--- src/mie_pkg.sv ---
`timescale 1ns / 1ps
`default_nettype none
package mie_pkg;
    localparam logic [1:0] CFG_MODULUS   = 2'd0;
    localparam logic [1:0] CFG_COMPOSITE = 2'd1;
    localparam logic [1:0] CFG_TOTIENT   = 2'd2;

    typedef struct packed {
        logic load;
        logic start_mul;
        logic sel_base;
        logic use_one;
    } mie_cmd_t;

    typedef struct packed {
        logic mul_done;
        logic red_done;
    } mie_status_t;
endpackage
`default_nettype wire

--- src/mie_datapath.sv ---
`timescale 1ns / 1ps
`default_nettype none
module mie_datapath #(
    parameter int WORD_BITS = 64
) (
    input  wire logic                 clk,
    input  wire logic                 rst_n,
    input  wire mie_pkg::mie_cmd_t    cmd,
    input  wire logic [WORD_BITS-1:0] key,
    input  wire logic [WORD_BITS-1:0] modulus,
    output mie_pkg::mie_status_t      status,
    output logic [WORD_BITS-1:0]      acc
);
    import mie_pkg::*;

    localparam int CW = $clog2(WORD_BITS + 1);

    logic [WORD_BITS-1:0] acc_reg, acc_next;
    logic [WORD_BITS-1:0] base_reg, base_next;
    logic [WORD_BITS-1:0] a_reg, a_next;
    logic [WORD_BITS-1:0] b_reg, b_next;
    logic [WORD_BITS-1:0] p_reg, p_next;
    logic [CW-1:0]        cnt_reg, cnt_next;
    logic                 busy_reg, busy_next;
    logic                 red_reg, red_next;
    logic                 done_reg, done_next;
    logic [WORD_BITS:0]   dbl, dsum;
    logic [WORD_BITS:0]   addend;
    logic [WORD_BITS-1:0] r1;

    // one conditional subtraction of m (single reduction step)
    function automatic logic [WORD_BITS-1:0] red1(input logic [WORD_BITS:0] v,
                                                  input logic [WORD_BITS-1:0] m);
        logic [WORD_BITS:0] d;
        d = v - {1'b0, m};
        red1 = d[WORD_BITS] ? v[WORD_BITS-1:0] : d[WORD_BITS-1:0];
    endfunction

    always_comb
    begin
        dbl    = {1'b0, red1({p_reg, 1'b0}, modulus)};
        addend = b_reg[WORD_BITS-1] ? {1'b0, a_reg} : '0;
        dsum   = dbl + addend;
        r1     = red1(dsum, modulus);
    end

    always_comb
    begin
        acc_next  = acc_reg;
        base_next = base_reg;
        a_next    = a_reg;
        b_next    = b_reg;
        p_next    = p_reg;
        cnt_next  = cnt_reg;
        busy_next = busy_reg;
        red_next  = red_reg;
        done_next = 1'b0;
        if (cmd.load)
        begin
            // reduce key: b = key, a = 0; key bits are shifted into p modulo m
            a_next    = '0;
            p_next    = '0;
            b_next    = key;
            red_next  = 1'b1;
            busy_next = 1'b1;
            cnt_next  = CW'(WORD_BITS);
            acc_next  = (modulus > WORD_BITS'(1)) ? WORD_BITS'(1) : '0;
        end
        else if (cmd.start_mul)
        begin
            a_next    = cmd.sel_base ? base_reg : acc_reg;
            b_next    = acc_reg;
            p_next    = '0;
            busy_next = 1'b1;
            cnt_next  = CW'(WORD_BITS);
        end
        else if (busy_reg)
        begin
            if (red_reg)
            begin
                // key mod m: p = 2p + bit, then reduce
                p_next = red1({p_reg, b_reg[WORD_BITS-1]}, modulus);
            end
            else
            begin
                p_next = r1;
            end
            b_next   = {b_reg[WORD_BITS-2:0], 1'b0};
            cnt_next = cnt_reg - CW'(1);
            if (cnt_reg == CW'(1))
            begin
                busy_next = 1'b0;
                done_next = 1'b1;
            end
        end
        if (done_reg && !cmd.load)
        begin
            if (red_reg)
            begin
                base_next = p_reg;
                red_next  = 1'b0;
            end
            else
            begin
                acc_next = p_reg;
            end
        end
    end

    always_ff @(posedge clk or negedge rst_n)
    begin
        if (!rst_n)
        begin
            busy_reg <= 1'b0;
            red_reg  <= 1'b0;
            done_reg <= 1'b0;
            cnt_reg  <= '0;
        end
        else
        begin
            busy_reg <= busy_next;
            red_reg  <= red_next;
            done_reg <= done_next;
            cnt_reg  <= cnt_next;
        end
    end

    always_ff @(posedge clk)
    begin
        acc_reg  <= acc_next;
        base_reg <= base_next;
        a_reg    <= a_next;
        b_reg    <= b_next;
        p_reg    <= p_next;
    end

    assign status.mul_done = done_reg & ~red_reg;
    assign status.red_done = done_reg & red_reg;
    assign acc = cmd.use_one ? acc_reg : acc_reg;
endmodule
`default_nettype wire

--- src/mie_controller.sv ---
`timescale 1ns / 1ps
`default_nettype none
module mie_controller #(
    parameter int WORD_BITS = 64
) (
    input  wire logic                 clk,
    input  wire logic                 rst_n,
    input  wire logic                 key_valid,
    output logic                      key_ready,
    output logic                      inverse_valid,
    input  wire logic                 inverse_ready,
    input  wire logic [WORD_BITS-1:0] exponent,
    input  wire logic                 mod_small,
    input  wire mie_pkg::mie_status_t status,
    output mie_pkg::mie_cmd_t         cmd
);
    import mie_pkg::*;

    localparam int BW = $clog2(WORD_BITS);
    localparam logic [2:0] S_IDLE = 3'd0;
    localparam logic [2:0] S_RED  = 3'd1;
    localparam logic [2:0] S_SQ   = 3'd2;
    localparam logic [2:0] S_MUL  = 3'd3;
    localparam logic [2:0] S_WAIT = 3'd4;
    localparam logic [2:0] S_OUT  = 3'd5;

    logic [2:0]           state_reg, state_next;
    logic [BW-1:0]        bit_reg, bit_next;
    logic [WORD_BITS-1:0] exp_reg, exp_next;
    logic                 issued_reg, issued_next;
    logic                 mul_reg, mul_next;

    always_comb
    begin
        state_next    = state_reg;
        bit_next      = bit_reg;
        exp_next      = exp_reg;
        issued_next   = issued_reg;
        mul_next      = mul_reg;
        cmd           = '0;
        key_ready     = (state_reg == S_IDLE);
        inverse_valid = (state_reg == S_OUT);
        case (state_reg)
            S_IDLE:
            begin
                if (key_valid)
                begin
                    cmd.load   = 1'b1;
                    exp_next   = exponent;
                    bit_next   = BW'(WORD_BITS - 1);
                    state_next = mod_small ? S_OUT : S_RED;
                end
            end
            S_RED:
            begin
                if (status.red_done)
                begin
                    issued_next = 1'b0;
                    state_next  = S_SQ;
                end
            end
            S_SQ:
            begin
                if (!issued_reg)
                begin
                    cmd.start_mul = 1'b1;
                    issued_next   = 1'b1;
                    mul_next      = 1'b0;
                    state_next    = S_WAIT;
                end
            end
            S_MUL:
            begin
                cmd.start_mul = 1'b1;
                cmd.sel_base  = 1'b1;
                mul_next      = 1'b1;
                state_next    = S_WAIT;
            end
            S_WAIT:
            begin
                if (status.mul_done)
                begin
                    issued_next = 1'b0;
                    if (!mul_reg && exp_reg[bit_reg])
                    begin
                        state_next = S_MUL;
                    end
                    else if (bit_reg == '0)
                    begin
                        state_next = S_OUT;
                    end
                    else
                    begin
                        bit_next   = bit_reg - BW'(1);
                        state_next = S_SQ;
                    end
                end
            end
            S_OUT:
            begin
                cmd.use_one = 1'b1;
                if (inverse_ready)
                begin
                    state_next = S_IDLE;
                end
            end
            default:
            begin
                state_next = S_IDLE;
            end
        endcase
    end

    always_ff @(posedge clk or negedge rst_n)
    begin
        if (!rst_n)
        begin
            state_reg  <= S_IDLE;
            bit_reg    <= '0;
            issued_reg <= 1'b0;
            mul_reg    <= 1'b0;
        end
        else
        begin
            state_reg  <= state_next;
            bit_reg    <= bit_next;
            issued_reg <= issued_next;
            mul_reg    <= mul_next;
        end
    end

    always_ff @(posedge clk)
    begin
        exp_reg <= exp_next;
    end
endmodule
`default_nettype wire

--- src/modular_inverse_by_exponentiation.sv ---
// Channel   | Handshake                     | Payload
// key       | key_valid / key_ready         | key[63:0]
// inverse   | inverse_valid / inverse_ready | inverse[63:0]
// cfg       | cfg_valid / cfg_ready         | cfg_index[1:0], cfg_data[63:0]
// One item at a time: the key is reduced first, then one square per exponent
// bit and one multiply per set bit, each through the shared shift-subtract
// unit. Reset clears control state only; config registers reset to 2, 0, 1.
// A stalled result holds in the accumulator until inverse_ready.
`timescale 1ns / 1ps
`default_nettype none
module modular_inverse_by_exponentiation #(
    parameter int WORD_BITS = 64
) (
    input  wire logic        clk,
    input  wire logic        rst_n,
    input  wire logic        key_valid,
    output logic             key_ready,
    input  wire logic [63:0] key,
    output logic             inverse_valid,
    input  wire logic        inverse_ready,
    output logic [63:0]      inverse,
    input  wire logic        cfg_valid,
    output logic             cfg_ready,
    input  wire logic [1:0]  cfg_index,
    input  wire logic [63:0] cfg_data
);
    import mie_pkg::*;

    logic [63:0]          modulus_reg;
    logic                 composite_reg;
    logic [63:0]          totient_reg;
    logic [WORD_BITS-1:0] m_w, t_w, exponent, acc;
    logic                 mod_small;
    mie_cmd_t             cmd;
    mie_status_t          status;

    always_ff @(posedge clk or negedge rst_n)
    begin
        if (!rst_n)
        begin
            modulus_reg   <= 64'd2;
            composite_reg <= 1'b0;
            totient_reg   <= 64'd1;
        end
        else if (cfg_valid)
        begin
            case (cfg_index)
                CFG_MODULUS:   modulus_reg   <= cfg_data;
                CFG_COMPOSITE: composite_reg <= cfg_data[0];
                CFG_TOTIENT:   totient_reg   <= cfg_data;
                default:       ;
            endcase
        end
    end

    assign cfg_ready = 1'b1;
    assign m_w       = modulus_reg[WORD_BITS-1:0];
    assign t_w       = totient_reg[WORD_BITS-1:0];
    assign mod_small = (m_w < WORD_BITS'(2));
    assign exponent  = composite_reg ? (t_w - WORD_BITS'(1)) : (m_w - WORD_BITS'(2));

    mie_controller #(.WORD_BITS(WORD_BITS)) u_ctrl (
        .clk           (clk),
        .rst_n         (rst_n),
        .key_valid     (key_valid),
        .key_ready     (key_ready),
        .inverse_valid (inverse_valid),
        .inverse_ready (inverse_ready),
        .exponent      (exponent),
        .mod_small     (mod_small),
        .status        (status),
        .cmd           (cmd)
    );

    mie_datapath #(.WORD_BITS(WORD_BITS)) u_dp (
        .clk     (clk),
        .rst_n   (rst_n),
        .cmd     (cmd),
        .key     (key[WORD_BITS-1:0]),
        .modulus (m_w),
        .status  (status),
        .acc     (acc)
    );

    assign inverse = 64'(acc);
endmodule
`default_nettype wire

--- config.mk ---
export PLATFORM = sky130hd
export DESIGN_NAME = modular_inverse_by_exponentiation
export DESIGN_NICKNAME = d
export VERILOG_FILES = /design/src/mie_pkg.sv /design/src/mie_datapath.sv /design/src/mie_controller.sv /design/src/modular_inverse_by_exponentiation.sv
export SDC_FILE = /design/constraint.sdc
export NUM_CORES = 2
export LEC_CHECK = 0
export BUFFER_PORTS_ARGS = -buffer_cell sky130_fd_sc_hd__buf_2
export CAP_MARGIN = 5
export CORE_ASPECT_RATIO = 2
export CORE_MARGIN = 2
export CORE_UTILIZATION = 62
export DETAILED_ROUTE_END_ITERATION = 8
export PLACE_DENSITY = 0.81
export REMOVE_ABC_BUFFERS = 1
export SYNTH_ARGS = -nofsm -noshare
export SYNTH_HDL_FRONTEND = slang
export SYNTH_SLANG_ARGS = --single-unit
--- constraint.sdc ---
create_clock -name clk -period 26.4 [get_ports clk]
set_input_delay 1.32 -clock clk [delete_from_list [all_inputs] [get_ports clk]]
set_output_delay 1.32 -clock clk [all_outputs]
set_load 0.05 [all_outputs]
==> results of run 1 <==
-- cell families after synthesis --
family,count (synthesis),share of synthesized area (%)
AOI/OAI and AO/OA,1420,21.7
xor gates and xnor gates,371,8.28
adders and majority gates,201,6.45
buffers and inverters,427,4.18
DFF,534,33.9
muxes,249,7.23
other,1,0.00951
and+or+nand+nor,1572,18.3
-- routing by layer --
| metal | GRT overflow | track usage (%) |
|---|---|---|
| met4 | 8 | 56.6 |
| met3 | 0 | 13.2 |
| met1 | 0 | 48.9 |
| met2 | 12 | 83.4 |
| met5 | 0 | 0.679 |
-- per-stage QoR --
stage                     setup WS [ns]  hold WS, ns  util [%]  area (µm²)
after floorplan                    9.91        0.462         -       38300
after detailed placement          16.09        0.478      64.9       40900
after global placement            16.34        0.469      64.9       40900
after CTS                         16.05        0.494      67.7       42600
-- cell usage after synthesis (all sizes together) (24+ instances only) --
master / count
mux2: 78
nand2: 698
nor4: 41
edfxtp: 192
o21a: 24
nor2b: 25
xor2: 131
nor3: 95
nand3: 65
and2: 71
dfrtp: 148
o21ai: 485
nor2: 361
dfxtp: 192
clkbuf: 252
nand4: 74
and3: 32
or3: 27
nand2b: 26
a211oi: 99
o211ai: 64
mux2i: 150
xnor2: 240
a21oi: 438
a31oi: 27
inv: 134
ha: 197
a21o: 79
buf: 39
o21bai: 39
==> summary.txt, run 1 <==
Placement
  • RePlAce Congestion: 1.10
  • Dpl hpwl: 122 mm
  • Port buffer count: 200
  • Placed instance count: 5,540

CTS
  • Num CTS Buffers: 49
  • Clock root cell: clkbuf_16
  • Resize count post-CTS: 0
  • Post-CTS setup repair buffer count: 0
  • Clock sink count: 534
  • H-Tree Depth: 2
  • Hold buffers post-CTS: 0
  • Max Buffers Root-to-Sink: 3

Yosys
  • Main area contributors after synthesis: edfxtp_1 15%, dfxtp_1 9.7%, dfrtp_1 9.4%
  • EDFF count, synth: 192
  • Top cell type's share of synthesized area: 14.6%
  • Post-synth top area cell: edfxtp_1
  • Post-synth ARST share: 28.1%
  • Mapped Avg Cell Area: 8.26 µm²
  • Synthesized cell area: 0.0394 mm²
  • Synth cell types: 102
  • Synth Flop Type: edfxtp_1
  • Seq/Total Area, Yosys: 33.9%
  • #FFs+latches synth: 534
  • Yosys warns: 0
  • Gate Count Post-Synth: 4,775

Die
  • Die X: 182 µm
  • Starting Density: 62.6%
  • FP Rows: 130
  • Top Ports: 202
  • Die height: 361 µm

GRT
  • Largest net degree at the start of global routing: 115
  • Gr ovfl total: 20
  • GRT Resource Usage Total: 50.9%
  • Vias in the first global route: 40,500
  • First-pass GRT wire length: 249 mm

Run status
  • First Error: [ERROR GRT-0116] Global routing finished with congestion. Check the congestion regions in the DRC Viewer.
  • Failed at: global routing (5_1_grt)
  • Outcome: did not finish
==> inputs of run 2 (changes only) <==
--- a/config.mk
+++ b/config.mk
@@ -7,11 +7,10 @@
 export LEC_CHECK = 0
 export BUFFER_PORTS_ARGS = -buffer_cell sky130_fd_sc_hd__buf_2
 export CAP_MARGIN = 5
-export CORE_ASPECT_RATIO = 2
 export CORE_MARGIN = 2
-export CORE_UTILIZATION = 62
+export CORE_UTILIZATION = 40
 export DETAILED_ROUTE_END_ITERATION = 8
-export PLACE_DENSITY = 0.81
+export PLACE_DENSITY_LB_ADDON = 0.15
 export REMOVE_ABC_BUFFERS = 1
 export SYNTH_ARGS = -nofsm -noshare
 export SYNTH_HDL_FRONTEND = slang
==> run 2 against run 1 <==
Against the previous run:
- the flow now finishes without violations
- synthesized area is the same
- synthesized cell count did not move
==> summary.txt, run 2 <==
Cells and area
  • Filler instances: 9,900
  • Layout net count: 5,138
  • Share of layout cells above drive strength 1: 10.7%
  • Most common cell after layout, fill and taps aside: nand2_1
  • Layout area overhead: 10.6%
  • Most frequent cells in the layout: 694 x nand2_1, 452 x o21ai_0, 438 x a21oi_1
  • Diodes inserted: 0

Yosys
  • #FFs+latches synth: 534 (unchanged)
  • Post-synth top area cell: edfxtp_1 (unchanged)
  • Main area contributors after synthesis: edfxtp_1 15%, dfxtp_1 9.7%, dfrtp_1 9.4% (unchanged)
  • Seq/Total Area, Yosys: 33.9% (unchanged)
  • Post-synth ARST share: 28.1% (unchanged)
  • Synth cell types: 102 (unchanged)
  • EDFF count, synth: 192 (unchanged)
  • Commonest cells post-synth: 696 x nand2_1, 453 x o21ai_0, 438 x a21oi_1 (unchanged)
  • Gate Count Post-Synth: 4,775 (unchanged)
  • Yosys warns: 0 (unchanged)
  • Top cell type's share of synthesized area: 14.6% (unchanged)
  • Synth Flop Type: edfxtp_1 (unchanged)
  • Mapped Avg Cell Area: 8.26 µm² (unchanged)
  • Synthesized cell area: 0.0394 mm² (unchanged)
  • Count leader, synth: nand2_1 (unchanged)

Placement
  • Dpl hpwl: 116 mm (was 122 mm)
  • Port buffer count: 200 (unchanged)
  • RePlAce Congestion: 1.02 (was 1.10)

Timing
  • Final Hold Viols: 0
  • Hold_ws: 0.482 ns
  • Worst Clk Skew: 0.0276 ns
  • RSZ-0062 raised after global routing: no
  • Final period util: 42.3%
  • Relative slew slack: 19.4%
  • Min cycle time layout: 11.16 ns
  • Setup TNS: 0 ns
  • Slew @ Worst Pin: 1.20 ns
  • Endpoints failing setup: 0
  • Fmax achieved: 89.6 MHz
  • Final Max Slew Viols: 0

CTS
  • Resize count post-CTS: 0 (unchanged)
  • Post-CTS setup repair buffer count: 0 (unchanged)
  • Clock sink count: 534 (unchanged)
  • Hold buffers post-CTS: 0 (unchanged)
  • Clock transition at path regs: 0.06 ns
  • Clock root cell: clkbuf_16 (unchanged)
  • Num CTS Buffers: 68 (was 49)
  • Clock Latency Late Sink: 0.65 ns
  • Max Buffers Root-to-Sink: 3 (unchanged)
  • CTS tree: built
  • H-Tree Depth: 3 (was 2)

Worst setup path
  • Reg-to-reg critical path endpoint: u_dp.p_reg[9]$_SDFFE_PP0P_
  • Worst setup EP type: flop
  • Critical Path Slowest Stage Cell: buf_4
  • Worst reg2reg path depth: 34
  • CP peak stage delay: 0.70 ns
  • Cell mode on critical path: o21ai_0
  • Reg2Reg Launch Point: m_w[2]$_DFFE_PN0P_
  • WS Path Type: reg -> reg
  • Crit path max fanout: 97
  • Critical Path Source Type: flop
  • Crit path arrival time: 11.65 ns
  • Setup slack, reg-to-reg: 15.24 ns
  • CP required: 26.89 ns

Routing
  • Drt first pass iters: 6
  • Antenna viol nets, final: 0
  • Iteration-0 DRC Markers: 3,074
  • Via density: 5.79
  • Drt total wl: 149 mm
  • Residual DRC count: 0
  • DR vias: 35,600
  • WL per Instance: 24.2 µm

GRT
  • Initial antenna violation count: 2
  • First-pass GRT wire length: 222 mm
  • Vias in the first global route: 34,500
  • GRT Resource Usage Total: 28.9%
  • Largest net degree at the start of global routing: 99
  • Gr ovfl total: 0

Die
  • Die height: 318 µm (was 361 µm)
  • Top Ports: 202 (unchanged)
  • Die X: 318 µm (was 182 µm)
  • CORE AREA: 0.0980 mm²
  • FP Rows: 115 (was 130)
  • Starting Density: 40.2% (was 62.6%)
  • Die Footprint: 0.101 mm²

Run status
  • Outcome: complete, no violations (was did not finish)

Flow run
  • Maxcap violations: 0

Min path
  • Hold path depth: 0
  • Hold Crit Start: u_dp.p_reg[63]$_SDFFE_PP0P_
  • Hold Path Sink: u_dp.base_reg[63]$_DFFE_PP_
  • Worst min path class: reg -> reg
-- run 2: layout make-up --
cell class | instances | area, µm² | area share, %
flip-flops and latches | 534 | 13400 | 30.7
inverters | 136 | 519 | 1.19
multi-input cells | 3814 | 24500 | 56.2
repair buffers | 248 | 1370 | 3.14
clock inverters | 26 | 302 | 0.692
well taps | 1287 | 1610 | 3.69
clock buffers | 96 | 1930 | 4.43
-- run 2: kinds of logic after synthesis --
logic type	synth area share [%]
and+or+nand+nor	18.3
AOI/OAI and AO/OA	21.7
DFF	33.9
buffers and inverters	4.18
xor gates and xnor gates	8.28
muxes	7.23
adders and majority gates	6.45
other	0.00951
-- run 2: how the worst max path moves through the flow --
stage / from / end / depth (start not counted)
6_report: m_w[2]$_DFFE_PN0P_ / u_dp.p_reg[9]$_SDFFE_PP0P_ / 34
5_1_grt: m_w[2]$_DFFE_PN0P_ / u_dp.p_reg[20]$_SDFFE_PP0P_ / 34
4_1_cts: m_w[2]$_DFFE_PN0P_ / u_dp.p_reg[19]$_SDFFE_PP0P_ / 34
3_5_place_dp: m_w[2]$_DFFE_PN0P_ / u_dp.p_reg[19]$_SDFFE_PP0P_ / 34
3_3_place_gp: m_w[2]$_DFFE_PN0P_ / u_dp.p_reg[20]$_SDFFE_PP0P_ / 34
2_1_floorplan: u_dp.red_reg$_DFF_PN0_ / u_dp.p_reg[26]$_SDFFE_PP0P_ / 9
-- run 2: worst max-delay path, delay by kind of cell (launching register included) --
kind | cells | cell delay (ns)
AO/OA/AOI/OAI | 15 | 4.72
XOR/XNOR | 3 | 0.78
adder cells (fa/ha/maj) | 3 | 1.22
buffers and inverters | 4 | 1.73
flip-flops | 1 | 0.41
multiplexers | 1 | 0.41
AND/OR/NAND/NOR | 8 | 1.61
-- run 2: metal layers --
metal | up-vias | part of all wire [%] | global-route usage [%]
li1 | 17300 | - | -
met1 | 17100 | 43 | 36.7
met2 | 953 | 48 | 49.2
met3 | 247 | 4.5 | 3.49
met4 | 0 | 4.8 | 12.7
met5 | - | 0 | 0
-- run 2: per-stage QoR --
stage                     cell area [µm²]  cells  util [%]  setup WS [ns]
after detailed placement            41400   6019      42.2          15.41
after global routing                43600   6141      44.5          14.48
after global placement              41400   6019      42.2          15.55
final                               43600   6141      44.5          15.24
after CTS                           43600   6141      44.5          15.39
after floorplan                     38300   4484         -           9.91
Power of run 2 is left out: the tool's default activity adds up to more than one toggle a clock period on the data nets, which glitch-free logic cannot reach.
